### src/rtl/core/displacement_hash_table_core_defines.svh
// assertion macros for the hash table core
`ifndef DISPLACEMENT_HASH_TABLE_CORE_DEFINES_SVH
`define DISPLACEMENT_HASH_TABLE_CORE_DEFINES_SVH
// implication checked on every clock edge outside reset
`define DHT_ASSERT_IMP(lbl, clk, rst_n, ante, cons, msg) \
    lbl: assert property (@(posedge clk) disable iff (!rst_n) (ante) |-> (cons)) \
        else $error(msg);
// next-cycle implication checked outside reset
`define DHT_ASSERT_NEXT(lbl, clk, rst_n, ante, cons, msg) \
    lbl: assert property (@(posedge clk) disable iff (!rst_n) (ante) |=> (cons)) \
        else $error(msg);
`endif

### src/rtl/core/dht_pkg.sv
// shared types, constants and hash function for the hash table core
`timescale 1ns / 1ps
package dht_pkg;
    localparam int SLOTS_DEF     = 256;
    localparam int MAX_PROBE_DEF = 10;
    localparam int DIST_W        = 5;

    localparam logic [1:0] CMD_LOOKUP = 2'd0;
    localparam logic [1:0] CMD_INSERT = 2'd1;
    localparam logic [1:0] CMD_DELETE = 2'd2;

    localparam logic [2:0] ST_HIT      = 3'd0;
    localparam logic [2:0] ST_MISS     = 3'd1;
    localparam logic [2:0] ST_INSERTED = 3'd2;
    localparam logic [2:0] ST_UPDATED  = 3'd3;
    localparam logic [2:0] ST_DELETED  = 3'd4;
    localparam logic [2:0] ST_FULL     = 3'd5;
    localparam logic [2:0] ST_SPILLED  = 3'd6;

    typedef struct packed {
        logic [1:0]  command;
        logic [31:0] key;
        logic [31:0] value;
    } cmd_word_t;

    typedef struct packed {
        logic [2:0]  status;
        logic [31:0] data_out;
        logic [31:0] spill_key;
        logic [7:0]  slot_index;
        logic [8:0]  entry_total;
    } rsp_word_t;

    // datapath operations issued by the controller
    typedef enum logic [3:0] {
        OP_NONE,
        OP_LOAD,
        OP_READ,
        OP_EVAL,
        OP_WR_UPDATE,
        OP_WR_NEW,
        OP_WR_SWAP,
        OP_WR_SPILL,
        OP_DEL_FREE,
        OP_SHIFT_READ,
        OP_SHIFT_EVAL,
        OP_RESULT
    } dp_op_t;

    typedef struct packed {
        dp_op_t op;
        logic   second;
    } dp_cmd_t;

    typedef struct packed {
        logic done;
        logic found;
        logic empty;
        logic cand;
        logic shift_go;
        logic shift_end;
    } dp_stat_t;

    function automatic logic [31:0] mix32(input logic [31:0] k);
        logic [31:0] a;
        a = ~k + (k << 15);
        a = a ^ (a >> 12);
        a = a + (a << 2);
        a = a ^ (a >> 4);
        a = a * 32'd2057;
        a = a ^ (a >> 16);
        return a;
    endfunction
endpackage

### src/rtl/core/dht_ctrl.sv
// command sequencer for the hash table core
`timescale 1ns / 1ps
`include "displacement_hash_table_core_defines.svh"
module dht_ctrl (
    input  logic               clk,
    input  logic               rst_n,
    input  logic               start,
    input  logic [1:0]         command,
    input  dht_pkg::dp_stat_t  stat,
    output dht_pkg::dp_cmd_t   ctl,
    output logic               busy,
    output logic               strobe
);
    typedef enum logic [3:0] {
        S_IDLE, S_READ, S_WAIT, S_EVAL, S_CHECK, S_ACT, S_READ2, S_WAIT2,
        S_EVAL2, S_CHECK2, S_SREAD, S_SWAIT, S_SEVAL, S_SCHECK, S_RES, S_OUT
    } state_t;

    state_t state_reg, state_next;
    logic   second_reg, second_next;
    logic   busy_reg, busy_next;
    logic   strobe_reg, strobe_next;
    logic [1:0] cmd_reg, cmd_next;

    always_comb
    begin
        state_next  = state_reg;
        second_next = 1'b0;
        busy_next   = busy_reg;
        strobe_next = 1'b0;
        cmd_next    = cmd_reg;
        ctl.op      = dht_pkg::OP_NONE;
        ctl.second  = second_reg;
        unique case (state_reg)
            S_IDLE:
                if (start)
                begin
                    ctl.op    = dht_pkg::OP_LOAD;
                    cmd_next  = command;
                    busy_next = 1'b1;
                    if (command == dht_pkg::CMD_LOOKUP || command == dht_pkg::CMD_INSERT
                        || command == dht_pkg::CMD_DELETE)
                        state_next = S_READ;
                    else
                    begin
                        second_next = 1'b1;
                        state_next  = S_RES;
                    end
                end
            S_READ:  begin ctl.op = dht_pkg::OP_READ; state_next = S_WAIT; end
            S_WAIT:  state_next = S_EVAL;
            S_EVAL:  begin ctl.op = dht_pkg::OP_EVAL; ctl.second = 1'b0; state_next = S_CHECK; end
            S_CHECK: state_next = stat.done ? S_ACT : S_READ;
            S_ACT:
            begin
                state_next = S_RES;
                if (cmd_reg == dht_pkg::CMD_DELETE && stat.found)
                begin
                    ctl.op = dht_pkg::OP_DEL_FREE;
                    state_next = S_SREAD;
                end
                else if (cmd_reg == dht_pkg::CMD_INSERT)
                begin
                    if (stat.found)      ctl.op = dht_pkg::OP_WR_UPDATE;
                    else if (stat.empty) ctl.op = dht_pkg::OP_WR_NEW;
                    else if (stat.cand)
                    begin
                        ctl.op = dht_pkg::OP_WR_SWAP;
                        state_next = S_CHECK2;
                    end
                end
            end
            S_READ2:  begin ctl.op = dht_pkg::OP_READ; state_next = S_WAIT2; end
            S_WAIT2:  state_next = S_EVAL2;
            S_EVAL2:  begin ctl.op = dht_pkg::OP_EVAL; ctl.second = 1'b1; state_next = S_CHECK2; end
            S_CHECK2:
                if (!stat.done) state_next = S_READ2;
                else
                begin
                    state_next = S_RES;
                    if (stat.empty) ctl.op = dht_pkg::OP_WR_SPILL;
                end
            S_SREAD:  begin ctl.op = dht_pkg::OP_SHIFT_READ; state_next = S_SWAIT; end
            S_SWAIT:  state_next = S_SEVAL;
            S_SEVAL:  begin ctl.op = dht_pkg::OP_SHIFT_EVAL; state_next = S_SCHECK; end
            S_SCHECK: state_next = (stat.shift_go || !stat.shift_end) ? S_SREAD : S_RES;
            S_RES:
            begin
                ctl.op = dht_pkg::OP_RESULT;
                state_next = S_OUT;
            end
            S_OUT:
            begin
                strobe_next = 1'b1;
                busy_next   = 1'b0;
                state_next  = S_IDLE;
            end
            default: state_next = S_IDLE;
        endcase
    end

    always_ff @(posedge clk or negedge rst_n)
    begin
        if (!rst_n)
        begin
            state_reg  <= S_IDLE;
            second_reg <= 1'b0;
            busy_reg   <= 1'b0;
            strobe_reg <= 1'b0;
            cmd_reg    <= dht_pkg::CMD_LOOKUP;
        end
        else
        begin
            state_reg  <= state_next;
            second_reg <= second_next;
            busy_reg   <= busy_next;
            strobe_reg <= strobe_next;
            cmd_reg    <= cmd_next;
        end
    end

    assign busy   = busy_reg;
    assign strobe = strobe_reg;

    `DHT_ASSERT_IMP(a_strobe_idle, clk, rst_n, strobe_reg, state_reg == S_IDLE && !busy_reg,
        "strobe outside idle")
    `DHT_ASSERT_NEXT(a_accept_busy, clk, rst_n, start && !busy_reg, busy_reg,
        "accepted command did not raise busy")
    `DHT_ASSERT_NEXT(a_one_strobe, clk, rst_n, strobe_reg, !strobe_reg,
        "two strobes in a row")
endmodule

### config.mk
export PLATFORM = sky130hd
export DESIGN_NAME = dht_ctrl
export DESIGN_NICKNAME = d
export VERILOG_FILES = /design/src/rtl/core/dht_pkg.sv /design/src/rtl/core/dht_ctrl.sv
export VERILOG_INCLUDE_DIRS = /design/src /design/src/rtl/core
export SDC_FILE = /design/constraint.sdc
export NUM_CORES = 1
export LEC_CHECK = 0
export ABC_AREA = 1
export BUFFER_PORTS_ARGS = -buffer_cell sky130_fd_sc_hd__buf_2
export CORE_UTILIZATION = 44
export CTS_CLUSTER_SIZE = 30
export DETAILED_ROUTE_END_ITERATION = 8
export PLACE_DENSITY = 0.72
export SYNTH_ARGS = -nofsm -noshare
export SYNTH_HDL_FRONTEND = slang
export SYNTH_SLANG_ARGS = --single-unit
### constraint.sdc
create_clock -name clk -period 1.2 [get_ports clk]
set_input_delay 0.18 -clock clk [delete_from_list [all_inputs] [get_ports clk]]
set_output_delay 0.18 -clock clk [all_outputs]
set_load 0.01 [all_outputs]
==> summary.txt, run 1 <==
Status - complete, but fails checks
Failing checks - negative setup slack
Util after Layout - 80.7%
Area after DPL - 863 um^2
Core area - 0.00133 mm^2
DR DRC count - 0
TritonCTS Buffers - 3
Root Buffer - clkbuf_4
Multi-input combinational cell area - 449 um^2
Worst setup margin - -391 ps
ANT nets after route - 0
EDFF count, synth - 0
Synth warn - 0
Startpoint types - flop
Sequential area share after synthesis - 35.1%
Initial antenna violation count - 0
Pins Over Slew Limit - 0
Delay of the slowest cell on the worst path - 500 ps
DR iter-0 viols - 31
Input/output buffers - 17
Count of cell types in the netlist - 17
Top post-synthesis cells by count - 26 x nand2_1, 18 x nor2_1, 14 x inv_1
Max-Cap Viols - 0
H-tree depth - 1
Fin. Hold Viols - 0
Synthesized Nets - 111
Worst-skew pair later-pin latency - 260 ps
Post-DP HPWL - 1.36 mm
Avg Cell Area, Syn - 6.42 um^2
Routed via count - 826
CTS tree - yes
CP bufs+invs - 1
Yosys top cell area share - 35.1%
CTS Buffer Depth - 2
PwrDens - 2580 mW/mm^2
Max Freq - 0.629 GHz
Routability cong. - 0.817
Starting Density - 48.1%
Worst EP required - 1020 ps
Die width - 40.2 um
Final Setup Violations - 11
Share of cells above drive strength 1 - 50.0%
Worst Hold Class - input pin to flop
Fillers - 92
Area grow syn2layout - 67.6%
Drt first pass iters - 4
Area contributors post-synth - dfrtp_1 35%, nand2_1 15%, nor2_1 11%
WS Path Type - flop to output port
Die area - 0.00162 mm^2
Clock skew - 3.12 ps
Critical Path Slowest Stage Cell - dfrtp_2
Count leader, synth - nand2_1
Clock sink count - 9
Maximum number of pins on one net before global-route repair - 10
Fin crit share - 133%
RSZ-0062 raised after global routing - yes
Placed Cells - 147
Most numerous cell on the critical path - nor2_4
Post-route cell area - 0.00108 mm^2
Crit end category - output port
Total power - 2.78 mW
Fin crit period - 1590 ps
Final cell count without fillers - 161
Seq cells post-synth - 9
Setup_tns - -2200 ps
GR Overflow Total - 0
Ports - 18
WL/cell - 13.1 um
Num rows - 13
Pre-CTS setup slack - -172 ps
Async set or reset register ratio after synthesis - 100%
Register area - 230 um^2
Clock transition at the registers of the reported paths - 60 ps
Fin nets - 158
Hold slack - 208 ps
Drt total wl - 2.11 mm
CP arrival - 1410 ps
Worst Tran Pin Value - 255 ps
Die height - 40.2 um
First-pass GRT wire length - 2.97 mm
Max IR drop VDD - 1490 uV
Vias per cell - 5.13
Syn Inst Count - 100
Synthesized area - 642 um^2
Max_slew headroom - 83.0%
Number of diodes - 0
Top FF cell, synth - dfrtp_1
Leakage - 0.602 nW
Number of global-route vias before repair - 725
Global Route Usage Sum - 29.2%
CP cell instances - nor2_4, nand2_4, nor2_4, nand3_1, nand3b_1, buf_2
Post-synth top area cell - dfrtp_1
Worst Path Max Fanout - 6
Largest register FFs - 4
Delay-heaviest family, CP - simple AND/OR/NAND/NOR gates
## worst paths after layout
| check | from | endpoint | slack (ps) | depth (start not counted) |
|---|---|---|---|---|
| min in group asynchronous | rst_n | busy | 290 | 2 |
| worst max-delay path | state_reg[3] | ctl[1] | -390 | 6 |
| worst min-delay path | command[0] | cmd_reg[0] | 210 | 3 |
| worst min register to register | busy | busy | 520 | 2 |
| worst max register to register | state_reg[2] | state_reg[2] | -130 | 7 |
| max in group asynchronous | rst_n | state_reg[0] | 710 | 2 |
## cell usage in the layout, fill, tap and decap left out
cell / netlist / layout
a21oi_2: 0 / 1
o21bai_1: 1 / 1
nor2_4: 2 / 9
and3_1: 1 / 1
inv_4: 0 / 2
o21ai_0: 2 / 1
clkbuf_1: 0 / 1
o221ai_2: 0 / 1
nand3b_1: 1 / 1
o21ai_1: 0 / 1
nand3_2: 0 / 1
nand3_1: 12 / 11
nor2_2: 0 / 1
clkbuf_4: 0 / 3
a21oi_1: 6 / 5
inv_1: 14 / 11
nand2_1: 26 / 23
nor2_1: 18 / 10
buf_4: 0 / 21
nand2_4: 1 / 4
buf_2: 0 / 17
o21ai_2: 1 / 1
dfrtp_2: 0 / 4
buf_6: 0 / 3
dfrtp_1: 9 / 5
nand2_2: 2 / 2
dlygate4sd3_1: 0 / 1
nand4_1: 1 / 1
inv_2: 2 / 3
## tightest hold or removal path, cell delays in order
cell     delay [ps]
buf_2           120
nor2_4           90
a21oi_1          40
## layout make-up
| class | count | area share (%) |
|---|---|---|
| Multi-Input combinational cell | 75 | 41.7 |
| Inverter | 16 | 6.05 |
| Timing Repair Buffer | 42 | 26.6 |
| Clock buffer | 4 | 2.44 |
| Tap cell | 15 | 1.74 |
| Sequential cell | 9 | 21.4 |
## kinds of logic (layout without fill, tap and decap cells)
logic type	Yosys count	count (layout)	synth area share, %
DFF	9	9	35.1
AOI/OAI and AO/OA	11	11	10.1
buffers and inverters	16	62	9.36
and+or+nand+nor	64	64	45.4
## layer usage
layer / share of wire (%) / GRT usage (%)
met1: 42 / 32.5
met5: 0 / 0
met4: 2.1 / 18.3
met2: 50 / 50.0
met3: 5.8 / 6.67
## repair_timing
action                                  CTS  global route
setup buffers                             6             3
endpoints found under the setup margin   11            12
hold buffers                              1             0
gates resized for setup                  21            13
endpoints found under the hold margin     9             0
pin swaps                                 4             3
## power breakdown
group	leakage [nW]	internal [mW]	switching (mW)
sequential	0.103	0.442	0.217
combinational	0.483	0.901	0.990
clock	0.0150	0.128	0.100
total	0.602	1.47	1.31
Power figures use the tool's default switching activity.
==> run 2, diff against run 1 <==
==> constraint.sdc (replaced) <==
create_clock -name clk -period 1.2 [get_ports clk]
set_input_delay 0.06 -clock clk [delete_from_list [all_inputs] [get_ports clk]]
set_output_delay 0.06 -clock clk [all_outputs]
set_load 0.01 [all_outputs]
==> summary.txt, run 2 (same netlist as run 1, synthesis figures left out) <==
Status - complete, but fails checks (unchanged)
Failing checks - negative setup slack (unchanged)
Pins Over Slew Limit - 0 (unchanged)
Starting Density - 48.1% (unchanged)
WHS Endpoint - cmd_reg[1] (was cmd_reg[0])
Critical Path Slowest Stage Cell - dfrtp_1 (was dfrtp_2)
Startpoint types - flop (unchanged)
Max-Cap Viols - 0 (unchanged)
Number of diodes - 0 (unchanged)
Number of global-route vias before repair - 674 (was 725)
Fin nets - 147 (was 158)
RSZ-0062 raised after global routing - yes (unchanged)
CTS Buffer Depth - 2 (unchanged)
Delay of the slowest cell on the worst path - 430 ps (was 500 ps)
Reg2reg start - state_reg[3] (was state_reg[2])
Hold slack - 69.0 ps (was 208 ps)
ANT nets after route - 0 (unchanged)
Worst Hold Class - input pin to flop (unchanged)
Vias per cell - 5.07 (was 5.13)
Clock sink count - 9 (unchanged)
Ports - 18 (unchanged)
Commonest cells after routing, fill and taps aside - 23 x nand2_1, 17 x buf_2, 12 x nor2_1 (was 23 x nand2_1, 21 x buf_4, 17 x buf_2)
Num rows - 13 (unchanged)
Core area - 0.00133 mm^2 (unchanged)
Clock transition at the registers of the reported paths - 60 ps (about the same)
Fin crit share - 122% (was 133%)
Worst-skew pair later-pin latency - 250 ps (was 260 ps)
WL/cell - 11.5 um (was 13.1 um)
Min-delay src - command[1] (was command[0])
CP cell instances - inv_2, nand2_1, nor2_1, nand2_1, nand2_1, nand3b_1, buf_2 (was nor2_4, nand2_4, nor2_4, nand3_1, nand3b_1, buf_2)
Maximum number of pins on one net before global-route repair - 10 (unchanged)
Reg2Reg Depth - 8 (was 7)
Die width - 40.2 um (unchanged)
Area grow syn2layout - 44.2% (was 67.6%)
Root Buffer - clkbuf_4 (unchanged)
Crit end category - output port (unchanged)
Largest register FFs - 4 (unchanged)
Final Setup Violations - 6 (was 11)
Drt first pass iters - 4 (unchanged)
H-tree depth - 1 (unchanged)
TritonCTS Buffers - 3 (unchanged)
PwrDens - 2580 mW/mm^2 (about the same)
R2r endpoint - state_reg[2] (unchanged)
Total power - 2.39 mW (was 2.78 mW)
Die area - 0.00162 mm^2 (unchanged)
Fin. Hold Viols - 0 (unchanged)
Leakage - 0.537 nW (was 0.602 nW)
Share of cells above drive strength 1 - 42.2% (was 50.0%)
Initial antenna violation count - 0 (unchanged)
Util after Layout - 69.4% (was 80.7%)
Worst Hold Depth - 3 (unchanged)
Die height - 40.2 um (unchanged)
R2R Setup Slk - -40 ps (was -130 ps)
Global Route Usage Sum - 25.1% (was 29.2%)
Input/output buffers - 17 (unchanged)
Routed via count - 760 (was 826)
Worst EP required - 1140 ps (was 1020 ps)
Clock skew - 3.81 ps (was 3.12 ps)
CP arrival - 1410 ps (about the same)
First-pass GRT wire length - 2.66 mm (was 2.97 mm)
Max_slew headroom - 86.4% (was 83.0%)
Area after DPL - 798 um^2 (was 863 um^2)
Worst Tran Pin Value - 204 ps (was 255 ps)
Fin crit period - 1470 ps (was 1590 ps)
WS Path Type - flop to output port (unchanged)
GR Overflow Total - 0 (unchanged)
Post-route cell area - 926 um^2 (was 0.00108 mm^2)
Drt total wl - 1.73 mm (was 2.11 mm)
DR DRC count - 0 (unchanged)
Max Freq - 0.681 GHz (was 0.629 GHz)
Post-DP HPWL - 1.34 mm (was 1.36 mm)
CTS tree - yes (unchanged)
Routability cong. - 0.821 (was 0.817)
Max IR drop VDD - 1130 uV (was 1490 uV)
DR iter-0 viols - 18 (was 31)
Worst setup margin - -269 ps (was -391 ps)
Most numerous cell on the critical path - nand2_1 (was nor2_4)
Most common cell after layout, fill and taps aside - nand2_1 (unchanged)
Worst Path Max Fanout - 4 (was 6)
run 2: cell count changes in the layout (fill, tap and decap cells not counted), sizes merged:
cell,previous run,this run
buf,41,30
run 2: what timing repair did:
action	CTS	global route
setup buffers	4	2
endpoints found under the hold margin	9	0
setup endpoints to repair	9	10
pin swaps	2	8
gates resized for setup	11	10
hold buffers	1	0
run 2: routing by layer:
metal	wire, um	up-vias	global-route usage [%]
met3	45	2	1.67
met2	881	13	45.6
li1	-	395	-
met4	14	0	12.5
met5	0	-	0
met1	786	350	29.6
run 2: final cells by class:
class,count,area (um^2)
clock buffers,4,26.3
fillers,130,408
inverters,16,62.6
multi-input cells,75,389
flip-flops and latches,9,229
well taps,15,18.8
repair buffers,31,200
run 2: power by group:
group | total, mW | internal (mW) | switching, mW
logic | 1.56 | 0.710 | 0.847
registers | 0.603 | 0.439 | 0.165
clock network | 0.225 | 0.128 | 0.0978
total | 2.39 | 1.28 | 1.11
run 2: worst max path at each step:
stage	startpoint	endpoint	slack (ps)
after floorplan	state_reg[2]	ctl[1]	110
after global placement	state_reg[0]	ctl[1]	-90
after detailed placement	state_reg[0]	ctl[1]	-60
after CTS	state_reg[0]	ctl[1]	-270
after global routing	state_reg[0]	ctl[1]	-370
final	state_reg[2]	ctl[1]	-270
run 2: through the flow:
| step | setup TNS, ps | setup slack [ps] | std cells |
|---|---|---|---|
| 2_1_floorplan | 0 | 110 | 100 |
| 6_report | -1090 | -269 | 150 |
| 5_1_grt | -1740 | -369 | 150 |
| 3_5_place_dp | -158 | -64.9 | 139 |
| 3_3_place_gp | -217 | -88.7 | 139 |
| 4_1_cts | -1130 | -273 | 148 |
run 2: critical path, delay by kind of cell, from the launching register on:
family                 cells  cell delay, ps
buffers and inverters      2             260
and+or+nand+nor            5             480
DFF                        1             430
